**config.mk**
```make
export PLATFORM = sky130hd
export DESIGN_NAME = sccb_bitbang_master_top_flat
export DESIGN_NICKNAME = d
export VERILOG_FILES = /design/src/rtl/core/sccb_pkg.sv /design/src/rtl/core/sccb_ifs.sv /design/src/rtl/core/sccb_slot_engine.sv /design/src/rtl/core/sccb_bitbang_master_top.sv /design/src/flat_wrapper.sv
export SDC_FILE = /design/constraint.sdc
export NUM_CORES = 1
export LEC_CHECK = 0
export ABC_CLOCK_PERIOD_IN_PS = 2700
export BUFFER_PORTS_ARGS = -buffer_cell sky130_fd_sc_hd__buf_2
export CORE_MARGIN = 3
export CORE_UTILIZATION = 30
export CTS_CLUSTER_DIAMETER = 150
export DETAILED_ROUTE_END_ITERATION = 7
export PLACE_DENSITY = 0.49
export SETUP_SLACK_MARGIN = 0.4
export SYNTH_ARGS = -nofsm -noshare
export SYNTH_HDL_FRONTEND = slang
export SYNTH_SLANG_ARGS = --single-unit
```
**constraint.sdc**
```tcl
create_clock -name i_clk -period 2.7 [get_ports i_clk]
set_input_delay 0.27 -clock i_clk [delete_from_list [all_inputs] [get_ports i_clk]]
set_output_delay 0.27 -clock i_clk [all_outputs]
set_load 0.02 [all_outputs]
```
**src/rtl/core/sccb_pkg.sv**
```systemverilog
`timescale 1ns / 1ps

package sccb_pkg;

    localparam int OP_W     = 2;
    localparam int BYTE_W   = 8;
    localparam int CFG_IDX_W = 2;
    localparam int PHASE_W  = 4;
    localparam int BIT_CNT_W = 4;
    localparam int SLOT_CNT_W = 2;

    // command codes
    localparam logic [OP_W-1:0] OP_SLOT  = 2'd0;
    localparam logic [OP_W-1:0] OP_WRITE = 2'd1;
    localparam logic [OP_W-1:0] OP_READ  = 2'd2;

    // configuration register indexes
    localparam logic [CFG_IDX_W-1:0] CFG_WR_ADDR = 2'd0;
    localparam logic [CFG_IDX_W-1:0] CFG_RD_ADDR = 2'd1;

    localparam logic [BYTE_W-1:0] WR_ADDR_RST = 8'h42;
    localparam logic [BYTE_W-1:0] RD_ADDR_RST = 8'h43;

    // sequencer phases
    localparam logic [PHASE_W-1:0] PH_IDLE     = 4'd0;
    localparam logic [PHASE_W-1:0] PH_ADDRW    = 4'd1;
    localparam logic [PHASE_W-1:0] PH_REG      = 4'd2;
    localparam logic [PHASE_W-1:0] PH_DATA     = 4'd3;
    localparam logic [PHASE_W-1:0] PH_STOP_MID = 4'd4;
    localparam logic [PHASE_W-1:0] PH_START_B  = 4'd5;
    localparam logic [PHASE_W-1:0] PH_ADDRR    = 4'd6;
    localparam logic [PHASE_W-1:0] PH_RECV     = 4'd7;
    localparam logic [PHASE_W-1:0] PH_STOP_END = 4'd8;

    localparam logic [BIT_CNT_W-1:0] BITS_PER_BYTE = 4'd8;

    // line level bits: {scl, drive, sda}
    localparam logic [2:0] LV_IDLE  = 3'b100;
    localparam logic [2:0] LV_START = 3'b110;
    localparam logic [2:0] LV_LOW   = 3'b000;
    localparam logic [2:0] LV_DRV   = 3'b010;

    typedef struct packed {
        logic [OP_W-1:0]   op;
        logic [BYTE_W-1:0] sub_addr;
        logic [BYTE_W-1:0] wr_data;
        logic              sda_in;
    } t_cmd;

    typedef struct packed {
        logic              scl_level;
        logic              sda_drive;
        logic              sda_level;
        logic              busy_res;
        logic              done_res;
        logic [BYTE_W-1:0] read_value;
    } t_res;

endpackage

```
**src/rtl/core/sccb_ifs.sv**
```systemverilog
`timescale 1ns / 1ps

interface sccb_cmd_if;
    logic                          valid;
    logic                          ready;
    logic [sccb_pkg::OP_W-1:0]     op;
    logic [sccb_pkg::BYTE_W-1:0]   sub_addr;
    logic [sccb_pkg::BYTE_W-1:0]   wr_data;
    logic                          sda_in;

    modport source (output valid, op, sub_addr, wr_data, sda_in, input ready);
    modport sink   (input valid, op, sub_addr, wr_data, sda_in, output ready);
endinterface

interface sccb_res_if;
    logic                          valid;
    logic                          ready;
    logic                          scl_level;
    logic                          sda_drive;
    logic                          sda_level;
    logic                          busy_res;
    logic                          done_res;
    logic [sccb_pkg::BYTE_W-1:0]   read_value;

    modport source (output valid, scl_level, sda_drive, sda_level, busy_res, done_res,
                    read_value, input ready);
    modport sink   (input valid, scl_level, sda_drive, sda_level, busy_res, done_res,
                    read_value, output ready);
endinterface

interface sccb_cfg_if;
    logic                             valid;
    logic                             ready;
    logic [sccb_pkg::CFG_IDX_W-1:0]   index;
    logic [sccb_pkg::BYTE_W-1:0]      data;

    modport source (output valid, index, data, input ready);
    modport sink   (input valid, index, data, output ready);
endinterface

```
**src/rtl/core/sccb_slot_engine.sv**
```systemverilog
`timescale 1ns / 1ps

module sccb_slot_engine (
    input  logic                        i_clk,
    input  logic                        i_rst_n,
    input  logic                        i_fire,
    input  sccb_pkg::t_cmd              i_cmd,
    input  logic [sccb_pkg::BYTE_W-1:0] i_wr_addr,
    input  logic [sccb_pkg::BYTE_W-1:0] i_rd_addr,
    output sccb_pkg::t_res              o_res
);

    logic [sccb_pkg::PHASE_W-1:0]    r_phase, n_phase;
    logic [sccb_pkg::BIT_CNT_W-1:0]  r_bit, n_bit;
    logic [sccb_pkg::SLOT_CNT_W-1:0] r_slot, n_slot;
    logic [sccb_pkg::BYTE_W-1:0]     r_shift, n_shift;
    logic                            r_is_read, n_is_read;
    logic [sccb_pkg::BYTE_W-1:0]     r_saved_reg, n_saved_reg;
    logic [sccb_pkg::BYTE_W-1:0]     r_saved_data, n_saved_data;
    logic [sccb_pkg::BYTE_W-1:0]     r_read_byte, n_read_byte;
    logic [2:0]                      r_lv, n_lv;

    logic sent;
    logic stopped;
    logic done;

    always_comb begin
        n_phase      = r_phase;
        n_bit        = r_bit;
        n_slot       = r_slot;
        n_shift      = r_shift;
        n_is_read    = r_is_read;
        n_saved_reg  = r_saved_reg;
        n_saved_data = r_saved_data;
        n_read_byte  = r_read_byte;
        n_lv         = r_lv;
        sent         = 1'b0;
        stopped      = 1'b0;
        done         = 1'b0;

        // shared byte transmitter: eight data bits, then an acknowledge SCL pulse with SDA released
        if (r_bit < sccb_pkg::BITS_PER_BYTE) begin
            if (r_slot == 2'd0) begin
                n_lv   = {1'b0, 1'b1, r_shift[7]};
            end else begin
                n_lv   = {1'b1, 1'b1, r_shift[7]};
                n_shift = {r_shift[6:0], 1'b0};
                n_bit  = r_bit + 4'd1;
            end
        end else begin
            n_lv = (r_slot == 2'd0) ? sccb_pkg::LV_LOW : sccb_pkg::LV_IDLE;
            sent = (r_slot != 2'd0);
        end
        n_slot = (r_slot == 2'd0) ? 2'd1 : 2'd0;

        unique case (r_phase) inside
            sccb_pkg::PH_ADDRW: begin
                if (sent) begin
                    n_phase = sccb_pkg::PH_REG;
                    n_shift = r_saved_reg;
                    n_bit   = '0;
                    n_slot  = '0;
                end
            end
            sccb_pkg::PH_REG: begin
                if (sent) begin
                    n_slot = '0;
                    if (r_is_read) begin
                        n_phase = sccb_pkg::PH_STOP_MID;
                    end else begin
                        n_phase = sccb_pkg::PH_DATA;
                        n_shift = r_saved_data;
                        n_bit   = '0;
                    end
                end
            end
            sccb_pkg::PH_DATA: begin
                if (sent) begin
                    n_phase = sccb_pkg::PH_STOP_END;
                    n_slot  = '0;
                end
            end
            sccb_pkg::PH_ADDRR: begin
                if (sent) begin
                    n_phase = sccb_pkg::PH_RECV;
                    n_shift = '0;
                    n_bit   = '0;
                    n_slot  = '0;
                end
            end
            sccb_pkg::PH_STOP_MID, sccb_pkg::PH_STOP_END: begin
                // stop: SCL low/SDA low, SCL high/SDA low, SCL high/SDA released
                n_bit   = r_bit;
                n_shift = r_shift;
                if (r_slot == 2'd0) begin
                    n_lv   = sccb_pkg::LV_DRV;
                    n_slot = 2'd1;
                end else if (r_slot == 2'd1) begin
                    n_lv   = sccb_pkg::LV_START;
                    n_slot = 2'd2;
                end else begin
                    n_lv    = sccb_pkg::LV_IDLE;
                    n_slot  = 2'd0;
                    stopped = 1'b1;
                end
                if (stopped) begin
                    if (r_phase == sccb_pkg::PH_STOP_MID) begin
                        n_phase = sccb_pkg::PH_START_B;
                    end else begin
                        if (r_is_read) begin
                            n_read_byte = r_shift;
                        end
                        done    = 1'b1;
                        n_phase = sccb_pkg::PH_IDLE;
                        n_bit   = '0;
                    end
                end
            end
            sccb_pkg::PH_START_B: begin
                n_lv    = sccb_pkg::LV_START;
                n_phase = sccb_pkg::PH_ADDRR;
                n_shift = i_rd_addr;
                n_bit   = '0;
                n_slot  = '0;
            end
            sccb_pkg::PH_RECV: begin
                // sample SDA while SCL is high
                n_bit   = r_bit;
                n_shift = r_shift;
                if (r_slot == 2'd0) begin
                    n_lv   = sccb_pkg::LV_LOW;
                    n_slot = 2'd1;
                end else begin
                    n_lv    = sccb_pkg::LV_IDLE;
                    n_shift = {r_shift[6:0], i_cmd.sda_in};
                    n_bit   = r_bit + 4'd1;
                    n_slot  = 2'd0;
                    if (n_bit >= sccb_pkg::BITS_PER_BYTE) begin
                        n_phase = sccb_pkg::PH_STOP_END;
                    end
                end
            end
            default: begin
                n_phase = sccb_pkg::PH_IDLE;
                if (i_cmd.op == sccb_pkg::OP_WRITE || i_cmd.op == sccb_pkg::OP_READ) begin
                    n_saved_reg  = i_cmd.sub_addr;
                    n_saved_data = i_cmd.wr_data;
                    n_is_read    = (i_cmd.op == sccb_pkg::OP_READ);
                    n_lv         = sccb_pkg::LV_START;
                    n_phase      = sccb_pkg::PH_ADDRW;
                    n_shift      = i_wr_addr;
                    n_bit        = '0;
                    n_slot       = '0;
                end else begin
                    n_lv    = sccb_pkg::LV_IDLE;
                    n_shift = r_shift;
                    n_slot  = '0;
                    n_bit   = '0;
                end
            end
        endcase
    end

    always_ff @(posedge i_clk) begin
        if (!i_rst_n) begin
            r_phase      <= sccb_pkg::PH_IDLE;
            r_bit        <= '0;
            r_slot       <= '0;
            r_shift      <= '0;
            r_is_read    <= 1'b0;
            r_saved_reg  <= '0;
            r_saved_data <= '0;
            r_read_byte  <= '0;
            r_lv         <= sccb_pkg::LV_IDLE;
        end else if (i_fire) begin
            r_phase      <= n_phase;
            r_bit        <= n_bit;
            r_slot       <= n_slot;
            r_shift      <= n_shift;
            r_is_read    <= n_is_read;
            r_saved_reg  <= n_saved_reg;
            r_saved_data <= n_saved_data;
            r_read_byte  <= n_read_byte;
            r_lv         <= n_lv;
        end
    end

    assign o_res.scl_level  = n_lv[2];
    assign o_res.sda_drive  = n_lv[1];
    assign o_res.sda_level  = n_lv[1] & n_lv[0];
    assign o_res.busy_res   = (n_phase != sccb_pkg::PH_IDLE);
    assign o_res.done_res   = done;
    assign o_res.read_value = n_read_byte;

    a_done_not_busy: assert property (@(posedge i_clk) disable iff (!i_rst_n)
        o_res.done_res |-> !o_res.busy_res)
        else $error("transaction finished but sequencer still busy");

    a_bit_range: assert property (@(posedge i_clk) disable iff (!i_rst_n)
        r_bit <= sccb_pkg::BITS_PER_BYTE)
        else $error("bit counter ran past one byte");

    a_idle_lines: assert property (@(posedge i_clk) disable iff (!i_rst_n)
        (r_phase == sccb_pkg::PH_IDLE)
        |-> (r_lv == sccb_pkg::LV_IDLE || r_lv == sccb_pkg::LV_START))
        else $error("lines not idle or start while sequencer idle");

    a_cmd_starts: assert property (@(posedge i_clk) disable iff (!i_rst_n)
        (i_fire && r_phase == sccb_pkg::PH_IDLE && i_cmd.op == sccb_pkg::OP_WRITE)
        |=> (r_phase == sccb_pkg::PH_ADDRW && r_lv == sccb_pkg::LV_START))
        else $error("write request did not open a transaction");

endmodule

```
**src/rtl/core/sccb_bitbang_master_top.sv**
```systemverilog
`timescale 1ns / 1ps

// Channel   | Dir | Handshake     | Payload
// ----------+-----+---------------+-----------------------------------------------
// i_cmd     | in  | valid/ready   | op, sub_addr, wr_data, sda_in (one bus slot)
// o_res     | out | valid/ready   | scl_level, sda_drive, sda_level, busy_res,
//           |     |               | done_res, read_value
// i_cfg     | in  | valid/ready   | index (0 write address, 1 read address), data
//
// Every request is one timing slot and yields exactly one result, passing through the
// input register, then the result register. One request per cycle is sustained while
// o_res is not stalled; the slot sequencer advances once per request and never holds requests back.
// Reset (i_rst_n low at a clock edge) empties both registers, puts the bus idle
// (SCL high, SDA released) and restores the addresses 0x42 and 0x43.
// A stall on o_res holds the result register and the input register; i_cmd.ready
// drops only while both are full and the result is not taken.
// Configuration writes are always taken.

module sccb_bitbang_master_top (
    input  logic       i_clk,
    input  logic       i_rst_n,
    sccb_cmd_if.sink   i_cmd,
    sccb_res_if.source o_res,
    sccb_cfg_if.sink   i_cfg
);

    // input register
    logic           r_in_valid;
    sccb_pkg::t_cmd r_in;

    // result register
    logic           r_out_valid;
    sccb_pkg::t_res r_out;

    // device addresses
    logic [sccb_pkg::BYTE_W-1:0] r_wr_addr;
    logic [sccb_pkg::BYTE_W-1:0] r_rd_addr;

    sccb_pkg::t_res res;
    logic           advance;

    // move the held request through the sequencer when the result slot frees up
    assign advance     = r_in_valid && (!r_out_valid || o_res.ready);
    assign i_cmd.ready = !r_in_valid || advance;
    assign i_cfg.ready = 1'b1;

    always_ff @(posedge i_clk) begin
        if (!i_rst_n) begin
            r_in_valid <= 1'b0;
        end else if (i_cmd.ready) begin
            r_in_valid <= i_cmd.valid;
        end
    end

    always_ff @(posedge i_clk) begin
        if (i_cmd.ready && i_cmd.valid) begin
            r_in.op       <= i_cmd.op;
            r_in.sub_addr <= i_cmd.sub_addr;
            r_in.wr_data  <= i_cmd.wr_data;
            r_in.sda_in   <= i_cmd.sda_in;
        end
    end

    always_ff @(posedge i_clk) begin
        if (!i_rst_n) begin
            r_wr_addr <= sccb_pkg::WR_ADDR_RST;
            r_rd_addr <= sccb_pkg::RD_ADDR_RST;
        end else if (i_cfg.valid) begin
            unique case (i_cfg.index)
                sccb_pkg::CFG_WR_ADDR: r_wr_addr <= i_cfg.data;
                sccb_pkg::CFG_RD_ADDR: r_rd_addr <= i_cfg.data;
                default: ;
            endcase
        end
    end

    sccb_slot_engine u_engine (
        .i_clk     (i_clk),
        .i_rst_n   (i_rst_n),
        .i_fire    (advance),
        .i_cmd     (r_in),
        .i_wr_addr (r_wr_addr),
        .i_rd_addr (r_rd_addr),
        .o_res     (res)
    );

    always_ff @(posedge i_clk) begin
        if (!i_rst_n) begin
            r_out_valid <= 1'b0;
        end else if (advance) begin
            r_out_valid <= 1'b1;
        end else if (o_res.ready) begin
            r_out_valid <= 1'b0;
        end
    end

    always_ff @(posedge i_clk) begin
        if (advance) begin
            r_out <= res;
        end
    end

    assign o_res.valid      = r_out_valid;
    assign o_res.scl_level  = r_out.scl_level;
    assign o_res.sda_drive  = r_out.sda_drive;
    assign o_res.sda_level  = r_out.sda_level;
    assign o_res.busy_res   = r_out.busy_res;
    assign o_res.done_res   = r_out.done_res;
    assign o_res.read_value = r_out.read_value;

    a_no_overwrite: assert property (@(posedge i_clk) disable iff (!i_rst_n)
        (r_out_valid && !o_res.ready) |-> !advance)
        else $error("result register overwritten while stalled");

    a_full_blocks: assert property (@(posedge i_clk) disable iff (!i_rst_n)
        (r_in_valid && r_out_valid && !o_res.ready) |-> !i_cmd.ready)
        else $error("request taken with both registers full");

    a_advance_fills: assert property (@(posedge i_clk) disable iff (!i_rst_n)
        advance |=> r_out_valid)
        else $error("processed slot produced no result");

endmodule
```
**src/flat_wrapper.sv**
```systemverilog
// flat-port wrapper written by rule: the top's interface ports become plain ports
module sccb_bitbang_master_top_flat 
  (i_clk, i_rst_n, i_cmd_valid, i_cmd_op, i_cmd_sub_addr, i_cmd_wr_data, i_cmd_sda_in, i_cmd_ready, o_res_valid, o_res_scl_level, o_res_sda_drive, o_res_sda_level, o_res_busy_res, o_res_done_res, o_res_read_value, o_res_ready, i_cfg_valid, i_cfg_index, i_cfg_data, i_cfg_ready);
  sccb_cmd_if i_cmd_i ();
  sccb_res_if o_res_i ();
  sccb_cfg_if i_cfg_i ();
  input  logic i_clk;
  input  logic i_rst_n;
  input wire logic [$bits(i_cmd_i.valid)-1:0] i_cmd_valid;
  input wire logic [$bits(i_cmd_i.op)-1:0] i_cmd_op;
  input wire logic [$bits(i_cmd_i.sub_addr)-1:0] i_cmd_sub_addr;
  input wire logic [$bits(i_cmd_i.wr_data)-1:0] i_cmd_wr_data;
  input wire logic [$bits(i_cmd_i.sda_in)-1:0] i_cmd_sda_in;
  output wire logic [$bits(i_cmd_i.ready)-1:0] i_cmd_ready;
  output wire logic [$bits(o_res_i.valid)-1:0] o_res_valid;
  output wire logic [$bits(o_res_i.scl_level)-1:0] o_res_scl_level;
  output wire logic [$bits(o_res_i.sda_drive)-1:0] o_res_sda_drive;
  output wire logic [$bits(o_res_i.sda_level)-1:0] o_res_sda_level;
  output wire logic [$bits(o_res_i.busy_res)-1:0] o_res_busy_res;
  output wire logic [$bits(o_res_i.done_res)-1:0] o_res_done_res;
  output wire logic [$bits(o_res_i.read_value)-1:0] o_res_read_value;
  input wire logic [$bits(o_res_i.ready)-1:0] o_res_ready;
  input wire logic [$bits(i_cfg_i.valid)-1:0] i_cfg_valid;
  input wire logic [$bits(i_cfg_i.index)-1:0] i_cfg_index;
  input wire logic [$bits(i_cfg_i.data)-1:0] i_cfg_data;
  output wire logic [$bits(i_cfg_i.ready)-1:0] i_cfg_ready;
  assign i_cmd_i.valid = i_cmd_valid;
  assign i_cmd_i.op = i_cmd_op;
  assign i_cmd_i.sub_addr = i_cmd_sub_addr;
  assign i_cmd_i.wr_data = i_cmd_wr_data;
  assign i_cmd_i.sda_in = i_cmd_sda_in;
  assign i_cmd_ready = i_cmd_i.ready;
  assign o_res_valid = o_res_i.valid;
  assign o_res_scl_level = o_res_i.scl_level;
  assign o_res_sda_drive = o_res_i.sda_drive;
  assign o_res_sda_level = o_res_i.sda_level;
  assign o_res_busy_res = o_res_i.busy_res;
  assign o_res_done_res = o_res_i.done_res;
  assign o_res_read_value = o_res_i.read_value;
  assign o_res_i.ready = o_res_ready;
  assign i_cfg_i.valid = i_cfg_valid;
  assign i_cfg_i.index = i_cfg_index;
  assign i_cfg_i.data = i_cfg_data;
  assign i_cfg_ready = i_cfg_i.ready;
  sccb_bitbang_master_top u_core (.i_clk(i_clk), .i_rst_n(i_rst_n), .i_cmd(i_cmd_i), .o_res(o_res_i), .i_cfg(i_cfg_i));
endmodule
```
### Yosys cells after proc, flatten, opt, wreduce, memory -nomap -nowiden

Cells that the tools add are included.

* register bits after elaboration: 93
* input port bits: 34
* output and inout bits: 16
* logic and storage cells: 117

* add/sub/neg operators: 1
* order comparisons: 2
* eq/ne operators: 15
* muxes and demuxes: 51
* bitwise gates (word level): 3
* reduce and logical (&&, ||, !) cells: 23

Operator list (number)
* $mux W8: 12
* $mux W4: 14
* $pmux W8 S7: 1
* $pmux W4 S7: 1
* $pmux W4 S5: 1
* $mux W3: 6
* $eq A4 B3 Y1 const B: 4
* $pmux W3 S4: 1
* $mux W2: 5
* $mux W1: 9
* $eq A4 B2 Y1 const B: 2
* $reduce_or A8 Y1: 1
* $reduce_bool A7 Y1: 1
* $eq A2 B1 Y1 const B: 3
* $pmux W2 S3: 1
* $reduce_and A2 Y1: 3
* $reduce_and A3 Y1: 2
* $add A4 B1 Y4 const B: 1
* $eq A4 B1 Y1 const B: 1
* $eq A4 B4 Y1 const B: 1
* $ge A4 B4 Y1 const B: 1
* $logic_not A2 Y1: 2
* $lt A4 B4 Y1 const B: 1
* $ne A2 B2 Y1 const B: 2
* 12 further kinds: 19

### Longest topological paths before layout

Gate-level depths: netlist of the first run.

* word-level depth: 7
* depth in mapped cells: 8

### Cells and area by module

Synthesis of the first run repeated with hierarchy kept, for this count alone.

* cells, all modules: 449
* area total of the unflattened synthesis: 4611.9 µm²

Modules (own cells, without submodules)
* sccb_slot_engine: times used 1, cells each 343, area each 2919.0 µm², seq. area each 860.8 µm²
* sccb_bitbang_master_top: times used 1, cells each 106, area each 1692.9 µm², seq. area each 1321.3 µm²

### Worst setup path before layout of the first run

No wires, ideal clock.

* path kind: register to register
* start: register u_core.r_out_valid (netlist: u_core.o_res.valid)
* end: register u_core.r_out, in the netlist u_core.o_res.busy_res (enable)
* library setup time: 0.382 ns
* arrival: 1.698 ns
* path slack: 0.620 ns
* stages on the path, launching flop included: 7
* buffers on the path: 3
* period minus slack after synthesis: 2.080 ns
* path through: dfxtp_1 > nor2b_4 > nand2b_1 > buf_2 > inv_1 > clkbuf_1 > buf_1

* cells in the longest elaborated chain, start to end: 3

Ends and longest elaborated chain
* start: declaration: RTL line sccb_bitbang_master_top.sv:32 `logic r_out_valid;`
* start signal: assignment: RTL line sccb_bitbang_master_top.sv:89 `r_out_valid <= 1'b0;`
* start signal: assignment: RTL line sccb_bitbang_master_top.sv:91 `r_out_valid <= 1'b1;`
* start signal: assignment: RTL line sccb_bitbang_master_top.sv:93 `r_out_valid <= 1'b0;`
* $logic_not A1 Y1: RTL line sccb_bitbang_master_top.sv:43 `assign advance = r_in_valid && (!r_out_valid || o_res.ready);`
* $logic_or A1 B1 Y1: RTL line sccb_bitbang_master_top.sv:43
* $logic_and A1 B1 Y1: RTL line sccb_bitbang_master_top.sv:43
* net u_core.advance: RTL line sccb_bitbang_master_top.sv:40 `logic advance;`
* end signal: assignment: RTL line sccb_bitbang_master_top.sv:99 `r_out <= res;`
* end: declaration: RTL line sccb_bitbang_master_top.sv:33 `sccb_pkg::t_res r_out;`

The timed path passes the listed nets, and every way through them passes these cells.
A chain may end at the register's enable or synchronous reset.

### Worst setup path in the final report of the first run

* start: register u_core.r_in[18] in the netlist's numbering
* end: register u_core.u_engine.r_shift[0] in the netlist's numbering

* cells in the longest elaborated chain, start to end: 4

Ends and longest elaborated chain
* start: declaration: RTL line sccb_bitbang_master_top.sv:29 `sccb_pkg::t_cmd r_in;`
* $eq A2 B1 Y1 / $eq A2 B2 Y1 (equally long branches): RTL line sccb_slot_engine.sv:145 `if (i_cmd.op == sccb_pkg::OP_WRITE || i_cmd.op == sccb_pkg::OP_READ) begin`
* $logic_or A1 B1 Y1 *: RTL line sccb_slot_engine.sv:145
* $reduce_bool A7 Y1 (no line) *
* $reduce_and A4 Y1 (no line) *
* end signal: assignment: RTL line sccb_slot_engine.sv:179 `r_shift <= n_shift;`
* end: declaration: RTL line sccb_slot_engine.sv:16 `logic [sccb_pkg::BYTE_W-1:0] r_shift, n_shift;`

Mark *: on every way between the ends. The rest lies on a longest branch, timed or not.

==> run summary, run 1 <==
# fillers -> 1,407
Root Buffer Master -> clkbuf_16
Final Setup Violations -> 0
DRC viols -> 0
WL per Instance -> 15.8 µm
Status -> completed
Slew Viols, Final -> 0
Gr usage total -> 13.8%
Num rows -> 43
Int Power -> 2.49 mW
Initial Util -> 31.0%
Post-route minimum period -> 2120 ps
Critical-path maximum fanout -> 8
Number of CTS-inserted buffers -> 9
Static Leakage -> 1.88 nW
CTS tree -> yes
Design Area, Final -> 5160 µm²
Syn nets -> 486
Critical Path Start Type -> register
Ports -> 50
Worst hold path type -> in -> reg
Worst Tran Pin Value -> 834 ps
Synth-to-layout area growth -> 18.6%
DR iter-0 viols -> 192
H-tree Lvls -> 3
Clock Sinks -> 93
Share of power burned in combinational logic -> 11.4%
Largest Register -> u_core.r_in
Sw frac -> 23.8%
CP arrival -> 2360 ps
DRT antenna net count -> 0
Vias post-DR -> 3,493
RSZ-0062 raised after global routing -> no
Relative slew margins -> 44.4%
Placer Congestion -> 0.842
Post-synth cell types -> 61
Final core occ -> 36.8%
Fin worst setup slack -> 580 ps
Sequential share of the synthesized area -> 50.1%
Clock transition at path regs -> 60 ps
Crit path required time -> 2940 ps
Sum Neg Setup Slack -> 0 ps
Mean Syn Cell Area -> 9.68 µm²
Global-route wire length before repair -> 17,900 µm
Post-synthesis async set-or-reset flop share -> 0%
Synth Instances -> 450
Buffers added on ports -> 48
Critical path class -> reg -> reg
Drt via density -> 5.12
Clock Skews -> 6.44 ps
Nets -> 533
Place WS -> 565 ps
Post-CTS Hold Fix Bufs -> 0
Clock buffer depth -> 2
Final hold violation count -> 0
Synthesized area -> 4360 µm²
R2R setup slack -> 580 ps
Net load switching power -> 0.777 mW
Routed wire length -> 10,800 µm
Sequential power share -> 47.3%
Final Cycle Share -> 78.5%
Core Area -> 14,000 µm²
Vias in the first global route -> 3,455
Max reg flops -> 19
DR pass1 iterations -> 4
# diodes -> 0
Largest net degree at the start of global routing -> 44
EDFF count, synth -> 32
Max Cap Violations -> 0
Worst Setup End Kind -> register
Initial antenna violation count -> 0
Grt ovf -> 0
Most used DFF post-synth -> dfxtp_1
Die Span Y -> 126 µm
Clock share of power -> 41.3%
Share of cells above drive strength 1 -> 20.3%
Placed inst area -> 4840 µm²
Die area -> 16,000 µm²
Pwr dens -> 633 nW/µm²
Die W -> 126 µm
F_max -> 472 MHz
VDD IR max -> 0.000503 V
Ys Warns -> 0
Worst-Skew Late Latency -> 340 ps
Yosys reg bits -> 93
DP HPWL -> 7360 µm
-- cells in the mapped netlist (all sizes together), types with 7 or more instances --
library cell,n,area [µm²]
clkbuf,14,52.6
dfxtp,61,1220
edfxtp,32,961
nor2,63,236
a211o,7,61.3
mux2,9,101
o21ai,17,85.1
o32ai,7,61.3
a32oi,10,87.6
mux2i,33,330
nand3,14,70.1
a211oi,10,75.1
a21oi,31,155
nand2,39,146
buf,18,87.6
inv,12,45.0
-- metal layers --
layer	track usage (%)	part of all wire [%]	up-vias
met3	3.54	6.7	14
met1	19.5	48	1632
li1	-	-	1722
met4	4.16	1.3	0
met2	20.9	44	125
met5	0	0	-
-- placed cells by master (no fill, tap or decap), types with 3 or more instances in the layout --
master / count
a211oi_1: 10
o21a_1: 3
buf_4: 20
buf_2: 48
mux2_2: 9
a211o_1: 7
nand2_1: 39
and4_1: 4
nor2_1: 63
nand2b_1: 5
nand3_1: 14
dfxtp_1: 61
and3_1: 3
a32oi_1: 10
edfxtp_1: 32
o21ai_0: 17
mux2i_1: 33
a31oi_1: 3
inv_1: 12
o32ai_1: 7
a21oi_1: 31
nor2b_1: 4
clkbuf_16: 9
o211ai_1: 5
-- what timing repair did --
action,in CTS,in global routing
endpoints found under the setup margin,0,2
gates resized for setup,0,1
hold endpoints to repair,0,0
setup buffers,0,0
-- cell type report --
class                           count  area [µm²]  share of cell area (%)
Inverter                           13        48.8                   0.945
Tap cell                          180         225                    4.36
Timing Repair Buffer               68         390                    7.56
Multi-Input combinational cell    312        2000                    38.7
Clock buffer                       12         246                    4.77
Sequential cell                    93        2180                    42.2
Clock inverter                      4        71.3                    1.38
-- critical path, stage by stage (launching register included) --
cell	delay, ps
edfxtp_1	370
ha_1	380
or3b_2	460
a22oi_1	200
or4_1	180
buf_4	170
nor2_1	50
a22o_1	200
-- kinds of logic (layout without fill, tap and decap cells) --
| logic type | after synthesis | in the layout | synth area share [%] |
|---|---|---|---|
| fa+ha+maj | 2 | 2 | 0.574 |
| flops | 93 | 93 | 50.1 |
| simple gates | 153 | 153 | 16.9 |
| mux | 42 | 42 | 9.91 |
| compound gates | 111 | 111 | 17.5 |
| other cells | 1 | 1 | 0.0861 |
| buf+inv | 45 | 97 | 4.34 |
| xor+xnor | 3 | 3 | 0.603 |
-- power groups by stage --
| stage | sequential, mW | combinational (mW) | clock [mW] |
|---|---|---|---|
| final | 1.55 | 0.372 | 1.35 |
| after global placement | 1.58 | 0.370 | 0 |
| after global routing | 1.55 | 0.415 | 1.45 |
| after detailed placement | 1.58 | 0.369 | 0 |
| after CTS | 1.55 | 0.371 | 1.39 |
| after floorplan | 1.58 | 0.238 | 0 |
-- per-stage QoR --
stage | power (mW) | cells | hold slack, ps
detailed placement | 1.95 | 666 | 448
CTS | 3.31 | 682 | 82.6
floorplan | 1.81 | 450 | 369
global route | 3.41 | 682 | 87.0
global placement | 1.94 | 666 | 440
finish | 3.27 | 682 | 97.7
-- worst paths after layout --
path                                                      from                             end  depth (start not counted)
worst max-delay path                           u_core.r_in[18]      u_core.u_engine.r_shift[0]                          7
worst min-delay path                          i_cmd_wr_data[6]                  u_core.r_in[7]                          1
worst max register to register                 u_core.r_in[18]      u_core.u_engine.r_shift[0]                          7
worst min register to register  u_core.u_engine.r_read_byte[5]  u_core.u_engine.r_read_byte[5]                          2
Note: power is estimated with default switching activity, not from simulation.
==> run 2, diff against run 1 <==
ABC_CLOCK_PERIOD_IN_PS = 2150   (was 2700)
clock period = 2.15 ns   (was 2.7 ns; I/O delays follow)
==> run 2 against run 1 <==
Register-to-register slack got worse by 320 ps. Fmax rose by 12%. Clock power rose by 9%. Sequential share of layout area fell by 3.4 points. Design area rose by 9.5%. Die area did not move. Total power rose by 23%. Critical path depth did not move. Largest power group unchanged. Highest routed layer unchanged.
==> run summary, run 2 (synthesis results as in run 1) <==
Number of CTS-inserted buffers -> 9
VDD IR max -> 0.000604 V
Slowest cell on crit path -> edfxtp_1
CTS tree -> yes
Worst hold path type -> in -> reg
Largest net degree at the start of global routing -> 44
Share of cells above drive strength 1 -> 31.4%
Placer Congestion -> 0.860
F_max -> 529 MHz
Design Area, Final -> 5660 µm²
Die W -> 126 µm
Initial Util -> 31.0%
Clock transition at path regs -> 60 ps
Status -> completed
Max reg flops -> 19
Final Total Pwr -> 4.03 mW
Critical Path Start Type -> register
Final core occ -> 40.3%
Slew Viols, Final -> 0
CP arrival -> 2150 ps
Placed inst area -> 4940 µm²
Num rows -> 43
WL per Instance -> 16.5 µm
Core Area -> 14,000 µm²
Buffers added on ports -> 48
Nets -> 554
Global-route wire length before repair -> 18,900 µm
Worst r2r dst -> u_core.u_engine.r_shift[7]
Routed wire length -> 11,600 µm
Critical path class -> reg -> reg
Drt via density -> 5.09
# fillers -> 1,386
Worst Tran Pin Value -> 603 ps
DRC viols -> 0
Die Span Y -> 126 µm
Crit path required time -> 2410 ps
Pwr dens -> 713 nW/µm²
R2R setup slack -> 260 ps
DP HPWL -> 7800 µm
Relative slew margins -> 59.7%
CP Cell Sequence -> ha_4 -> or3b_4 -> a22oi_2 -> buf_4 -> o31ai_4 -> buf_12 -> o32ai_2
Clock Sinks -> 93
Final Cycle Share -> 87.9%
Final Setup Violations -> 0
Worst reg2reg startpoint -> u_core.r_in[18]
Worst Setup End Kind -> register
Most common cell after layout, fill and taps aside -> nor2_1
Clock Skews -> 3.59 ps
DR iter-0 viols -> 224
DRT antenna net count -> 0
Vias post-DR -> 3,577
Most frequent cells in the layout -> nor2_1 (61), dfxtp_1 (55), buf_2 (48)
Post-route minimum period -> 1890 ps
DR pass1 iterations -> 4
Worst Reg-to-Reg Cells -> 7
Grt ovf -> 0
Largest Register -> u_core.r_in
H-tree Lvls -> 3
Critical Path Start -> u_core.r_in[18]
Die area -> 16,000 µm²
Post-CTS Hold Fix Bufs -> 0
Gr usage total -> 14.8%
Synth-to-layout area growth -> 29.9%
Root Buffer Master -> clkbuf_16
RSZ-0062 raised after global routing -> yes
Static Leakage -> 2.04 nW
Max Cap Violations -> 0
Final hold violation count -> 0
CP endpoint -> u_core.u_engine.r_shift[7]
# diodes -> 0
Clock buffer depth -> 2
Worst-Skew Late Latency -> 350 ps
Initial antenna violation count -> 0
Ports -> 50
Critical-path maximum fanout -> 7
Vias in the first global route -> 3,632
CP max stage delay -> 410 ps
## run 2: cell types whose count changed in the layout (fill, tap and decap cells not counted), sizes merged
cell	change
inv	-1
clkinv	+2
clkinvlp	+2
bufinv	-2
and4	+1
buf	+19
## run 2: how the worst min path moves through the flow
stage,start,endpoint,slack [ps],cells after the start
after floorplan,i_cmd_sda_in,u_core.r_in[0],310,0
after global placement,i_cmd_wr_data[2],u_core.r_in[3],390,1
after detailed placement,i_cmd_sub_addr[2],u_core.r_in[11],390,1
after CTS,i_cmd_wr_data[1],u_core.r_in[2],20,1
after global routing,i_cmd_sub_addr[2],u_core.r_in[11],10,1
final,i_cmd_wr_data[1],u_core.r_in[2],40,1
## run 2: repair_timing
| action | CTS | global route |
|---|---|---|
| pin swaps | 12 | 6 |
| gates resized for setup | 24 | 46 |
| setup buffers | 7 | 1 |
| endpoints found under the setup margin | 48 | 60 |
| cloned | 2 | 2 |
## run 2: cell type report
class                           count  area (µm²)  area share [%]
Tap cell                          180         225            3.98
Clock inverter                      4        26.3           0.464
Inverter                           13        52.6           0.929
Sequential cell                    93        2200            38.8
Multi-Input combinational cell    313        2250            39.7
Timing Repair inverter              1        5.00          0.0885
Timing Repair Buffer               87         658            11.6
Clock buffer                       12         246            4.36
## run 2: routing by layer
| metal | part of all wire (%) | GRT usage, % | vias up |
|---|---|---|---|
| met5 | 0 | 0 | - |
| met4 | 1.4 | 4.54 | 0 |
| met3 | 5.9 | 3.79 | 8 |
| met2 | 47 | 23.8 | 100 |
| met1 | 45 | 19.5 | 1695 |
| li1 | - | - | 1774 |
## run 2: per-stage QoR
step	hold slack [ps]	worst slack, ps	std cells	TNS, ps
4_1_cts	22.3	191	700	0
2_1_floorplan	314	250	450	0
5_1_grt	15.0	196	703	0
3_3_place_gp	391	61.6	675	0
6_report	36.7	260	703	0
3_5_place_dp	393	-3.96	675	-3.96
## run 2: where the power goes
group,switching [mW],internal (mW)
clock,0.657,0.814
combinational,0.341,0.278
sequential,0.0500,1.89
total,1.05,2.98
## run 2: worst max-delay path, delay by kind of cell, from the launching register on
family / cells / cell delay [ps]
buffers and inverters: 2 / 320
AND/OR/NAND/NOR: 1 / 370
AO/OA/AOI/OAI: 3 / 390
flip-flops: 1 / 410
adder cells (fa/ha/maj): 1 / 300
